===== src/tga_pkg.sv =====
package tga_pkg;

	// Result kinds, also used as the op code of queue items
	localparam logic [1:0] K_HDR = 2'd0;
	localparam logic [1:0] K_PIX = 2'd1;
	localparam logic [1:0] K_RAW = 2'd2;
	localparam logic [1:0] K_ERR = 2'd3;

	// Header layout
	localparam logic [4:0] HDR_TYPE_IDX  = 5'd2;
	localparam logic [4:0] HDR_ZERO_END  = 5'd12;
	localparam logic [4:0] HDR_WLO_IDX   = 5'd12;
	localparam logic [4:0] HDR_WHI_IDX   = 5'd13;
	localparam logic [4:0] HDR_HLO_IDX   = 5'd14;
	localparam logic [4:0] HDR_HHI_IDX   = 5'd15;
	localparam logic [4:0] HDR_DEPTH_IDX = 5'd16;
	localparam logic [4:0] HDR_LAST_IDX  = 5'd17;

	localparam logic [7:0] TYPE_RAW  = 8'd2;
	localparam logic [7:0] TYPE_RLE  = 8'd10;
	localparam logic [7:0] DEPTH_24  = 8'd24;
	localparam logic [7:0] DEPTH_32  = 8'd32;
	localparam logic [7:0] RUN_BIAS  = 8'd127;

	// Decoupling queue between front and back
	localparam int QDEPTH = 2;
	localparam int QAW    = $clog2(QDEPTH);

	// Classified item handed from front to back
	typedef struct packed {
		logic [1:0]  kind;
		logic [7:0]  red;
		logic [7:0]  green;
		logic [7:0]  blue;
		logic [7:0]  alpha;
		logic [7:0]  cnt;      // pixels requested by this pixel (run length or 1)
		logic [7:0]  raw;
		logic [15:0] width;
		logic [15:0] height;
		logic        has_alpha;
		logic        empty;    // header with zero width or height
		logic [31:0] total;    // width * height
		logic [17:0] padded;   // padded row size in bytes
	} item_t;

	// Result as presented on the output channel
	typedef struct packed {
		logic [1:0]  kind;
		logic [7:0]  red;
		logic [7:0]  green;
		logic [7:0]  blue;
		logic [7:0]  alpha;
		logic [7:0]  repeat_res;
		logic [7:0]  raw_byte;
		logic [15:0] width;
		logic [15:0] height;
		logic        has_alpha;
		logic        last;
	} res_t;

endpackage


===== src/tga_if.sv =====
interface tga_in_if;
	logic       valid;
	logic       ready;
	logic [7:0] data_byte;
	logic       start_of_file;

	modport source (output valid, output data_byte, output start_of_file, input ready);
	modport sink (input valid, input data_byte, input start_of_file, output ready);
endinterface

interface tga_out_if;
	logic        valid;
	logic        ready;
	logic [1:0]  kind;
	logic [7:0]  red;
	logic [7:0]  green;
	logic [7:0]  blue;
	logic [7:0]  alpha;
	logic [7:0]  repeat_res;
	logic [7:0]  raw_byte;
	logic [15:0] width;
	logic [15:0] height;
	logic        has_alpha;
	logic        last;

	modport source (output valid, output kind, output red, output green, output blue,
		output alpha, output repeat_res, output raw_byte, output width, output height,
		output has_alpha, output last, input ready);
	modport sink (input valid, input kind, input red, input green, input blue,
		input alpha, input repeat_res, input raw_byte, input width, input height,
		input has_alpha, input last, output ready);
endinterface


===== src/tga_front.sv =====
module tga_front (
	input  logic           clk,
	input  logic           arst_n,
	tga_in_if.sink         stream,
	input  logic           q_full,
	output logic           push,
	output tga_pkg::item_t push_item
);
	import tga_pkg::*;

	localparam logic [2:0] PH_HEADER = 3'd0;
	localparam logic [2:0] PH_RAW    = 3'd1;
	localparam logic [2:0] PH_PKT    = 3'd2;
	localparam logic [2:0] PH_PIX    = 3'd3;
	localparam logic [2:0] PH_DONE   = 3'd4;

	logic [2:0]  phase_q, phase_d, cur_phase;
	logic [4:0]  idx_q, idx_d;
	logic        ok_q, ok_d;
	logic        rle_q, rle_d;
	logic        alpha_q, alpha_d;
	logic [15:0] width_q, width_d;
	logic [15:0] height_q, height_d;
	logic [31:0] total_q, total_d;
	logic [7:0]  pkt_left_q, pkt_left_d;
	logic        pkt_run_q, pkt_run_d;
	logic [23:0] pix_q, pix_d;
	logic [1:0]  bip_q, bip_d;
	logic [1:0]  lastpos;
	logic [20:0] w24;
	logic [17:0] padded;
	logic        acc;
	logic [7:0]  b;

	assign stream.ready = !q_full;
	assign acc = stream.valid && !q_full;
	assign b = stream.data_byte;

	// Padded row size: 4 * ceil(width * depth / 32)
	assign w24 = {1'b0, width_q, 4'b0000} + {2'b00, width_q, 3'b000} + 21'd31;
	assign padded = alpha_q ? {width_q, 2'b00} : {w24[20:5], 2'b00};
	assign lastpos = alpha_q ? 2'd3 : 2'd2;

	always_comb begin
		phase_d    = phase_q;
		idx_d      = idx_q;
		ok_d       = ok_q;
		rle_d      = rle_q;
		alpha_d    = alpha_q;
		width_d    = width_q;
		height_d   = height_q;
		total_d    = total_q;
		pkt_left_d = pkt_left_q;
		pkt_run_d  = pkt_run_q;
		pix_d      = pix_q;
		bip_d      = bip_q;
		push       = 1'b0;
		push_item  = '0;

		// restart header parsing on a new file
		if (stream.start_of_file) begin
			phase_d  = PH_HEADER;
			idx_d    = '0;
			ok_d     = 1'b1;
			rle_d    = 1'b0;
			alpha_d  = 1'b0;
			width_d  = '0;
			height_d = '0;
		end
		cur_phase = phase_d;

		case (cur_phase)
			PH_HEADER: begin
				if (idx_d < HDR_ZERO_END) begin
					if (idx_d == HDR_TYPE_IDX) begin
						if (b == TYPE_RAW) rle_d = 1'b0;
						else if (b == TYPE_RLE) rle_d = 1'b1;
						else ok_d = 1'b0;
					end else if (b != 8'd0) begin
						ok_d = 1'b0;
					end
				end else if (idx_d == HDR_WLO_IDX) begin
					width_d[7:0] = b;
				end else if (idx_d == HDR_WHI_IDX) begin
					width_d[15:8] = b;
				end else if (idx_d == HDR_HLO_IDX) begin
					height_d[7:0] = b;
				end else if (idx_d == HDR_HHI_IDX) begin
					height_d[15:8] = b;
				end else if (idx_d == HDR_DEPTH_IDX) begin
					if (b == DEPTH_24) alpha_d = 1'b0;
					else if (b == DEPTH_32) alpha_d = 1'b1;
					else ok_d = 1'b0;
					total_d = width_q * height_q;
				end

				if (idx_d < HDR_LAST_IDX) begin
					idx_d = idx_d + 5'd1;
				end else if (!ok_d) begin
					push           = 1'b1;
					push_item.kind = K_ERR;
					phase_d        = PH_DONE;
				end else begin
					push                = 1'b1;
					push_item.kind      = K_HDR;
					push_item.width     = width_q;
					push_item.height    = height_q;
					push_item.has_alpha = alpha_q;
					push_item.total     = total_q;
					push_item.padded    = padded;
					push_item.empty     = (width_q == 16'd0) || (height_q == 16'd0);
					if (push_item.empty) phase_d = PH_DONE;
					else phase_d = rle_q ? PH_PKT : PH_RAW;
				end
			end
			PH_RAW: begin
				push           = 1'b1;
				push_item.kind = K_RAW;
				push_item.raw  = b;
			end
			PH_PKT: begin
				pkt_run_d  = b[7];
				pkt_left_d = b[7] ? b - RUN_BIAS : b + 8'd1;
				bip_d      = '0;
				pix_d      = '0;
				phase_d    = PH_PIX;
			end
			PH_PIX: begin
				if (bip_q < lastpos) begin
					case (bip_q)
						2'd0:    pix_d[7:0]   = b;
						2'd1:    pix_d[15:8]  = b;
						default: pix_d[23:16] = b;
					endcase
					bip_d = bip_q + 2'd1;
				end else begin
					push            = 1'b1;
					push_item.kind  = K_PIX;
					push_item.blue  = pix_q[7:0];
					push_item.green = pix_q[15:8];
					push_item.red   = alpha_q ? pix_q[23:16] : b;
					push_item.alpha = alpha_q ? b : 8'd0;
					push_item.cnt   = pkt_run_q ? pkt_left_q : 8'd1;
					pkt_left_d      = pkt_run_q ? 8'd0 : pkt_left_q - 8'd1;
					bip_d           = '0;
					pix_d           = '0;
					if (pkt_left_d == 8'd0) phase_d = PH_PKT;
				end
			end
			default: ;
		endcase

		// push only for an accepted byte
		if (!acc) push = 1'b0;
	end

	always_ff @(posedge clk or negedge arst_n) begin
		if (!arst_n) begin
			phase_q    <= PH_HEADER;
			idx_q      <= '0;
			ok_q       <= 1'b1;
			rle_q      <= 1'b0;
			alpha_q    <= 1'b0;
			width_q    <= '0;
			height_q   <= '0;
			total_q    <= '0;
			pkt_left_q <= '0;
			pkt_run_q  <= 1'b0;
			pix_q      <= '0;
			bip_q      <= '0;
		end else if (acc) begin
			phase_q    <= phase_d;
			idx_q      <= idx_d;
			ok_q       <= ok_d;
			rle_q      <= rle_d;
			alpha_q    <= alpha_d;
			width_q    <= width_d;
			height_q   <= height_d;
			total_q    <= total_d;
			pkt_left_q <= pkt_left_d;
			pkt_run_q  <= pkt_run_d;
			pix_q      <= pix_d;
			bip_q      <= bip_d;
		end
	end

endmodule


===== src/tga_fifo.sv =====
module tga_fifo (
	input  logic           clk,
	input  logic           arst_n,
	input  logic           push,
	input  tga_pkg::item_t push_item,
	output logic           full,
	input  logic           pop,
	output logic           valid,
	output tga_pkg::item_t item
);
	import tga_pkg::*;

	item_t            mem [QDEPTH];
	logic [QAW-1:0]   wr_ptr_q, rd_ptr_q;
	logic [QAW:0]     count_q;
	logic             do_push, do_pop;

	assign full    = (count_q == (QAW+1)'(QDEPTH));
	assign valid   = (count_q != '0);
	assign item    = mem[rd_ptr_q];
	assign do_push = push && !full;
	assign do_pop  = pop && valid;

	always_ff @(posedge clk) begin
		if (do_push) mem[wr_ptr_q] <= push_item;
	end

	always_ff @(posedge clk or negedge arst_n) begin
		if (!arst_n) begin
			wr_ptr_q <= '0;
			rd_ptr_q <= '0;
			count_q  <= '0;
		end else begin
			if (do_push) wr_ptr_q <= wr_ptr_q + 1'b1;
			if (do_pop) rd_ptr_q <= rd_ptr_q + 1'b1;
			if (do_push && !do_pop) count_q <= count_q + 1'b1;
			else if (do_pop && !do_push) count_q <= count_q - 1'b1;
		end
	end

endmodule


===== src/tga_back.sv =====
module tga_back (
	input  logic           clk,
	input  logic           arst_n,
	input  logic           q_valid,
	input  tga_pkg::item_t q_item,
	output logic           pop,
	tga_out_if.source      result
);
	import tga_pkg::*;

	logic        done_q, done_d;
	logic [31:0] left_q, left_d;
	logic [15:0] row_q, row_d, row_inc;
	logic [17:0] rowb_q, rowb_d;
	logic [17:0] padded_q, padded_d;
	logic [15:0] height_q, height_d;
	logic        alpha_q, alpha_d;
	logic        out_v_q;
	res_t        out_q, res_d;
	logic        emit, load;
	logic        end_row;
	logic [7:0]  rep;

	assign pop  = q_valid && (!out_v_q || result.ready);
	assign load = pop && emit;

	assign end_row = ({1'b0, rowb_q} + 19'd1) >= {1'b0, padded_q};
	assign row_inc = row_q + 16'd1;
	// clamp the requested count to the pixels still owed
	assign rep = ({24'd0, q_item.cnt} > left_q) ? left_q[7:0] : q_item.cnt;

	always_comb begin
		done_d   = done_q;
		left_d   = left_q;
		row_d    = row_q;
		rowb_d   = rowb_q;
		padded_d = padded_q;
		height_d = height_q;
		alpha_d  = alpha_q;
		res_d    = '0;
		emit     = 1'b0;
		res_d.kind = q_item.kind;

		case (q_item.kind)
			K_HDR: begin
				emit            = 1'b1;
				res_d.width     = q_item.width;
				res_d.height    = q_item.height;
				res_d.has_alpha = q_item.has_alpha;
				res_d.last      = q_item.empty;
				done_d          = q_item.empty;
				left_d          = q_item.total;
				row_d           = '0;
				rowb_d          = '0;
				padded_d        = q_item.padded;
				height_d        = q_item.height;
				alpha_d         = q_item.has_alpha;
			end
			K_ERR: begin
				emit       = 1'b1;
				res_d.last = 1'b1;
				done_d     = 1'b1;
			end
			K_RAW: begin
				if (!done_q) begin
					emit            = 1'b1;
					res_d.raw_byte  = q_item.raw;
					res_d.has_alpha = alpha_q;
					if (end_row) begin
						rowb_d = '0;
						row_d  = row_inc;
						if (row_inc >= height_q) begin
							res_d.last = 1'b1;
							done_d     = 1'b1;
						end
					end else begin
						rowb_d = rowb_q + 18'd1;
					end
				end
			end
			default: begin
				if (!done_q) begin
					emit             = 1'b1;
					res_d.red        = q_item.red;
					res_d.green      = q_item.green;
					res_d.blue       = q_item.blue;
					res_d.alpha      = q_item.alpha;
					res_d.repeat_res = rep;
					res_d.has_alpha  = alpha_q;
					left_d           = left_q - {24'd0, rep};
					if (left_q <= {24'd0, rep}) begin
						res_d.last = 1'b1;
						done_d     = 1'b1;
					end
				end
			end
		endcase
	end

	always_ff @(posedge clk or negedge arst_n) begin
		if (!arst_n) begin
			done_q   <= 1'b1;
			left_q   <= '0;
			row_q    <= '0;
			rowb_q   <= '0;
			padded_q <= '0;
			height_q <= '0;
			alpha_q  <= 1'b0;
			out_v_q  <= 1'b0;
		end else begin
			if (pop) begin
				done_q   <= done_d;
				left_q   <= left_d;
				row_q    <= row_d;
				rowb_q   <= rowb_d;
				padded_q <= padded_d;
				height_q <= height_d;
				alpha_q  <= alpha_d;
			end
			if (load) out_v_q <= 1'b1;
			else if (result.ready) out_v_q <= 1'b0;
		end
	end

	always_ff @(posedge clk) begin
		if (load) out_q <= res_d;
	end

	assign result.valid      = out_v_q;
	assign result.kind       = out_q.kind;
	assign result.red        = out_q.red;
	assign result.green      = out_q.green;
	assign result.blue       = out_q.blue;
	assign result.alpha      = out_q.alpha;
	assign result.repeat_res = out_q.repeat_res;
	assign result.raw_byte   = out_q.raw_byte;
	assign result.width      = out_q.width;
	assign result.height     = out_q.height;
	assign result.has_alpha  = out_q.has_alpha;
	assign result.last       = out_q.last;

`ifndef SYNTHESIS
	a_last_ends: assert property (@(posedge clk) disable iff (!arst_n)
		load && res_d.last |=> done_q)
		else $error("last result did not close the image");

	a_left_live: assert property (@(posedge clk) disable iff (!arst_n)
		!done_q |-> left_q != 32'd0)
		else $error("image active with no pixels left");

	a_row_bound: assert property (@(posedge clk) disable iff (!arst_n)
		!done_q |-> row_q < height_q)
		else $error("row count ran past image height");

	a_rep_range: assert property (@(posedge clk) disable iff (!arst_n)
		load && q_item.kind == K_PIX |-> rep != 8'd0 && rep <= 8'd128)
		else $error("pixel run length out of range");
`endif

endmodule


===== src/tga_stream_decoder_top.sv =====
// TGA stream decoder.
// stream: one TGA file byte per item (data_byte), start_of_file high on byte 0
//   of each new file; any byte with start_of_file restarts header parsing.
// result: one item per header (kind 0: width, height, has_alpha), per format
//   error (kind 3), per raw image byte (kind 2) or per RLE pixel run (kind 1:
//   red, green, blue, alpha, repeat_res). last marks the item ending the image.
// Throughput: one byte per cycle, sustained while result.ready is high. The front
//   parses the header and RLE packets; a two-entry queue carries classified items
//   to the back, which tracks rows and pixels left and drives the registered output.
// Path: the queue takes a byte's item at the edge that accepts the byte; the back
//   loads it into the output register once that register is free or taken.
// Stall: while result.ready is low the output register holds; the queue fills
//   and stream.ready drops once both queue entries are taken.
// Reset: arst_n clears the parser to the start of a header, empties the queue
//   and the output register. Bytes after the end of an image or an error give
//   no result until the next start_of_file.
module tga_stream_decoder_top (
	input  logic      clk,
	input  logic      arst_n,
	tga_in_if.sink    stream,
	tga_out_if.source result
);
	import tga_pkg::*;

	logic  q_full;
	logic  q_push;
	item_t q_push_item;
	logic  q_pop;
	logic  q_valid;
	item_t q_item;

	// Front: header checks, packet decode, pixel assembly
	tga_front u_front (
		.clk       (clk),
		.arst_n    (arst_n),
		.stream    (stream),
		.q_full    (q_full),
		.push      (q_push),
		.push_item (q_push_item)
	);

	// Queue: decouple the input handshake from the output stall
	tga_fifo u_fifo (
		.clk       (clk),
		.arst_n    (arst_n),
		.push      (q_push),
		.push_item (q_push_item),
		.full      (q_full),
		.pop       (q_pop),
		.valid     (q_valid),
		.item      (q_item)
	);

	// Back: row and pixel accounting, run clamp, output register
	tga_back u_back (
		.clk     (clk),
		.arst_n  (arst_n),
		.q_valid (q_valid),
		.q_item  (q_item),
		.pop     (q_pop),
		.result  (result)
	);

endmodule


===== src/flat_wrapper.sv =====
// flat-port wrapper written by rule: the top's interface ports become plain ports
module tga_stream_decoder_top_flat import tga_pkg::*;
  (clk, arst_n, stream_valid, stream_data_byte, stream_start_of_file, stream_ready, result_valid, result_kind, result_red, result_green, result_blue, result_alpha, result_repeat_res, result_raw_byte, result_width, result_height, result_has_alpha, result_last, result_ready);
  tga_in_if stream_i ();
  tga_out_if result_i ();
  input  logic clk;
  input  logic arst_n;
  input wire logic [$bits(stream_i.valid)-1:0] stream_valid;
  input wire logic [$bits(stream_i.data_byte)-1:0] stream_data_byte;
  input wire logic [$bits(stream_i.start_of_file)-1:0] stream_start_of_file;
  output wire logic [$bits(stream_i.ready)-1:0] stream_ready;
  output wire logic [$bits(result_i.valid)-1:0] result_valid;
  output wire logic [$bits(result_i.kind)-1:0] result_kind;
  output wire logic [$bits(result_i.red)-1:0] result_red;
  output wire logic [$bits(result_i.green)-1:0] result_green;
  output wire logic [$bits(result_i.blue)-1:0] result_blue;
  output wire logic [$bits(result_i.alpha)-1:0] result_alpha;
  output wire logic [$bits(result_i.repeat_res)-1:0] result_repeat_res;
  output wire logic [$bits(result_i.raw_byte)-1:0] result_raw_byte;
  output wire logic [$bits(result_i.width)-1:0] result_width;
  output wire logic [$bits(result_i.height)-1:0] result_height;
  output wire logic [$bits(result_i.has_alpha)-1:0] result_has_alpha;
  output wire logic [$bits(result_i.last)-1:0] result_last;
  input wire logic [$bits(result_i.ready)-1:0] result_ready;
  assign stream_i.valid = stream_valid;
  assign stream_i.data_byte = stream_data_byte;
  assign stream_i.start_of_file = stream_start_of_file;
  assign stream_ready = stream_i.ready;
  assign result_valid = result_i.valid;
  assign result_kind = result_i.kind;
  assign result_red = result_i.red;
  assign result_green = result_i.green;
  assign result_blue = result_i.blue;
  assign result_alpha = result_i.alpha;
  assign result_repeat_res = result_i.repeat_res;
  assign result_raw_byte = result_i.raw_byte;
  assign result_width = result_i.width;
  assign result_height = result_i.height;
  assign result_has_alpha = result_i.has_alpha;
  assign result_last = result_i.last;
  assign result_i.ready = result_ready;
  tga_stream_decoder_top u_core (.clk(clk), .arst_n(arst_n), .stream(stream_i), .result(result_i));
endmodule

===== config.mk =====
export PLATFORM = sky130hd
export DESIGN_NAME = tga_stream_decoder_top_flat
export DESIGN_NICKNAME = d
export VERILOG_FILES = /design/src/tga_pkg.sv /design/src/tga_if.sv /design/src/tga_front.sv /design/src/tga_fifo.sv /design/src/tga_back.sv /design/src/tga_stream_decoder_top.sv /design/src/flat_wrapper.sv
export SDC_FILE = /design/constraint.sdc
export NUM_CORES = 2
export LEC_CHECK = 0
export BUFFER_PORTS_ARGS = -buffer_cell sky130_fd_sc_hd__buf_4
export CAP_MARGIN = 20
export CELL_PAD_IN_SITES_DETAIL_PLACEMENT = 0
export CELL_PAD_IN_SITES_GLOBAL_PLACEMENT = 1
export CORE_MARGIN = 4
export CORE_UTILIZATION = 52
export DETAILED_ROUTE_END_ITERATION = 7
export MAX_ROUTING_LAYER = met4
export PLACE_DENSITY = 0.88
export SYNTH_ARGS = -nofsm -noshare
export SYNTH_HDL_FRONTEND = slang
export SYNTH_HIERARCHICAL = 1
export SYNTH_SLANG_ARGS = --single-unit
export TNS_END_PERCENT = 5

===== constraint.sdc =====
create_clock -name clk -period 9 [get_ports clk]
set_input_delay 1.35 -clock clk [delete_from_list [all_inputs] [get_ports clk]]
set_output_delay 1.35 -clock clk [all_outputs]
set_load 0.02 [all_outputs]

==> impl_metrics.env <==
export IMPL_grt_max_degree=106
export IMPL_num_vias=24270
export IMPL_post_route_util_pct=57.44
export IMPL_fin_cells=4241
export IMPL_clkTransAtPathRegs_ns=0.06
export IMPL_ctsHoldBuffers=0
export IMPL_timing_hold_ws_ns=0.4616
export IMPL_cts_sinks=569
export IMPL_cap_viol_max_count=0
export IMPL_n_antenna_cell=0
export IMPL_skew_ns=0.02449
export IMPL_drcViolationCount=0
export IMPL_synth_edff_count=352
export IMPL_grt_pass1_vias=25000
export IMPL_reg2reg_to="u_core/u_front/total_q[26]$_DFFE_PN0P_"
export IMPL_finalCritPeriodShare_pct=72.97
export IMPL_cts_root_buf="clkbuf_16"
export IMPL_route_top_layer_used="met4"
export IMPL_dp_hpwl_mm=60.58
export IMPL_async_reset_ff_share_pct=38.14
export IMPL_min_from="u_core/u_front/total_q[0]$_DFFE_PN0P_"
export IMPL_crit_required_ns=9.44
export IMPL_dieHeight_um=271.1
export IMPL_syn_area_per_cell_um2=11.09
export IMPL_place_ws_ns=2.546
export IMPL_post_drt_wl_per_cell_um=20.09
export IMPL_start_util_pct=52.49
export IMPL_antenna_left=0
export IMPL_vdd_drop_max_mv=0.2040
export IMPL_fillers=5554
export IMPL_rsz0062_at_grt="no"
export IMPL_gr_total_overflow=0
export IMPL_critical_path_max_fanout=21
export IMPL_yosysUniqueCellTypes=99
export IMPL_synth_top_area_share_pct=29.36
export IMPL_cts_resized=0
export IMPL_worstPathArrival_ns=7.00
export IMPL_p_per_area_nw_per_um2=229.9
export IMPL_setup_tns_final_ns=0
export IMPL_r2r_slack_ns=2.43
export IMPL_synth_seq_cells=569
export IMPL_critPathLaunchType="flop"
export IMPL_critical_path_class="flop to flop"
export IMPL_grtUsageTotal_pct=23.77
export IMPL_finalSetupViolCount=0
export IMPL_slew_headroom_pct=28.83
export IMPL_dr_wl_met2_mm=41.82
export IMPL_worstMarginPinSlew_ns=1.068
export IMPL_vias_per_cell=5.723
export IMPL_reg2reg_from="u_core/u_front/width_q[5]$_DFFE_PN0P_"
export IMPL_cts_made_buffers=56
export IMPL_syn_inst=3247
export IMPL_numPortBuffers=98
export IMPL_slew_viol_final=0
export IMPL_h_tree_depth=2
export IMPL_fin_nets=3678
export IMPL_drtPass1Iterations=5
export IMPL_drt_iter0_markers=2012
export IMPL_layout_min_cycle_time_ns=6.567
export IMPL_p_leak_nw=16.72
export IMPL_synth_largest_area_cell="edfxtp_1"
export IMPL_grt_pass1_wl_mm=136.1
export IMPL_ios=99
export IMPL_synth_ff_type="edfxtp_1"
export IMPL_wl_met1_mm=35.77
export IMPL_hold_violations=0
export IMPL_cts_tree="yes"
export IMPL_worstHoldPathType="flop to flop"
export IMPL_place_inst=4133
export IMPL_r2r_cells=20
export IMPL_core_area_um2=68590
export IMPL_antenna_found_initial=0
export IMPL_synth_most_common_cell="nand2_1"
export IMPL_die_w_um=271.1
export IMPL_syn_area_um2=36000
export IMPL_postCtsSetupRepairBufs=0
export IMPL_die_area_um2=73500
export IMPL_clk_path_buf_depth=3
export IMPL_worst_setup_path_end_kind="flop"
export IMPL_yosysWarnings=6
export IMPL_hold_path_depth=2
export IMPL_seq_area_frac_synth_pct=44.45
export IMPL_num_rows=96
export IMPL_area_delta_synth_final_pct=9.436
export IMPL_fin_ws_ns=2.433
export IMPL_gp_congestion=0.8923
export IMPL_fmax_mhz=152.3
export IMPL_status="completed"
export IMPL_ys_top_cells_by_area="edfxtp_1 29%, dfrtp_1 15%, fa_1 11%, ha_1 7.2%, and2_1 4.7%"
export IMPL_drive_gt1_share_pct=12.30
export IMPL_dr_wl_met3_mm=5.043
export IMPL_yosys_top_cells_count="377 x nand2_1, 352 x edfxtp_1, 311 x inv_1"
export IMPL_clock_latency_ns=0.62
export IMPL_hold_end="u_core/u_front/total_q[0]$_DFFE_PN0P_"
export IMPL_routed_wl_mm=85.20
flip-flops by register name (all words and copies together), names as in the netlist, 16 cells and up:
name / count
u_core/u_back/height_q: 16
u_core/u_fifo/mem: 268
u_core/u_back/padded_q: 18
u_core/u_front/height_q: 16
u_core/u_back/result.height: 16
u_core/u_front/total_q: 32
u_core/u_front/pix_q: 24
u_core/u_front/width_q: 16
u_core/u_back/rowb_q: 18
u_core/u_back/left_q: 32
u_core/u_back/result.width: 16
u_core/u_back/row_q: 16
logic make-up after synthesis:
logic type	after synthesis	synth area share, %
AOI/OAI and AO/OA	441	8.498
muxes	206	6.847
and+or+nand+nor	1056	14.71
DFF	569	44.45
xor gates and xnor gates	82	1.995
adders and majority gates	403	18.07
other	1	0.01042
buffers and inverters	489	5.415
critical path, stage by stage (launching register included):
cell,delay [ns]
dfrtp_1,0.72
and2_1,0.33
fa_1,0.54
inv_1,0.06
fa_1,0.55
fa_1,0.44
fa_1,0.49
inv_1,0.05
fa_1,0.54
inv_1,0.06
fa_1,0.53
inv_1,0.04
ha_1,0.35
and3_1,0.26
a221o_1,0.34
a31oi_4,0.24
a21oi_2,0.15
o211ai_4,0.25
a31oi_1,0.12
nor3b_1,0.23
o31ai_1,0.09
per-stage QoR:
| step | cell area [um^2] | power [mW] |
|---|---|---|
| final | 39400 | 9.059 |
| after global routing | 39400 | 9.520 |
| after CTS | 39380 | 9.104 |
| after detailed placement | 37430 | 6.633 |
| after global placement | 37430 | 6.542 |
| after floorplan | 36000 | 5.745 |
report_power, final:
group          total (mW)  leakage [nW]  internal, mW  switching (mW)
registers            3.76          6.13          3.43           0.331
clock network        2.46         0.959          1.44            1.03
logic                2.84          9.63          1.15            1.69
cells in the final DEF, fill, tap and decap left out, types with 23 or more instances in the layout:
| cell | Yosys | routed |
|---|---|---|
| ha_1 | 208 | 207 |
| a21oi_1 | 78 | 78 |
| xnor2_1 | 57 | 57 |
| mux2i_1 | 34 | 34 |
| nor3_1 | 51 | 50 |
| fa_1 | 195 | 195 |
| inv_1 | 311 | 310 |
| clkbuf_16 | 0 | 57 |
| mux2_4 | 50 | 50 |
| buf_4 | 2 | 128 |
| mux2_2 | 86 | 86 |
| dfrtp_1 | 215 | 214 |
| mux2_1 | 36 | 36 |
| nand2_1 | 377 | 377 |
| xor2_1 | 25 | 25 |
| nor2_1 | 138 | 137 |
| o21ai_1 | 25 | 24 |
| nand3_1 | 75 | 75 |
| edfxtp_1 | 352 | 352 |
| and2_1 | 268 | 268 |
| and3_1 | 24 | 23 |
| o21ai_0 | 112 | 112 |
worst max-delay path by stage:
stage	start	end	slack [ns]	depth (start not counted)
3_3_place_gp	u_core/u_front/width_q[6]$_DFFE_PN0P_	u_core/u_front/total_q[26]$_DFFE_PN0P_	2.62	20
4_1_cts	u_core/u_front/width_q[5]$_DFFE_PN0P_	u_core/u_front/total_q[26]$_DFFE_PN0P_	2.50	20
3_5_place_dp	u_core/u_front/width_q[7]$_DFFE_PN0P_	u_core/u_front/total_q[25]$_DFFE_PN0P_	2.55	21
5_1_grt	u_core/u_front/width_q[7]$_DFFE_PN0P_	u_core/u_front/total_q[25]$_DFFE_PN0P_	2.02	21
2_1_floorplan	stream_start_of_file	u_core/u_fifo/mem[0][0]$_DFFE_PP_	0.36	8
6_report	u_core/u_front/width_q[5]$_DFFE_PN0P_	u_core/u_front/total_q[26]$_DFFE_PN0P_	2.43	20
area by class of cell:
| type | instances | area [um^2] | share of cell area [%] |
|---|---|---|---|
| well taps | 931 | 1165 | 2.957 |
| flip-flops and latches | 569 | 16010 | 40.63 |
| repair buffers | 131 | 1007 | 2.557 |
| clock buffers | 70 | 1515 | 3.846 |
| inverters | 314 | 1180 | 2.995 |
| clock inverters | 36 | 435.4 | 1.105 |
| multi-input cells | 2190 | 18090 | 45.91 |
metal layers:
metal	GRT usage, %	vias up
met5	-	-
met4	7.226	0
met2	38.85	729
li1	-	11180
met3	3.875	154
met1	30.83	12210
No activity file was read; power rests on OpenSTA's default activity.
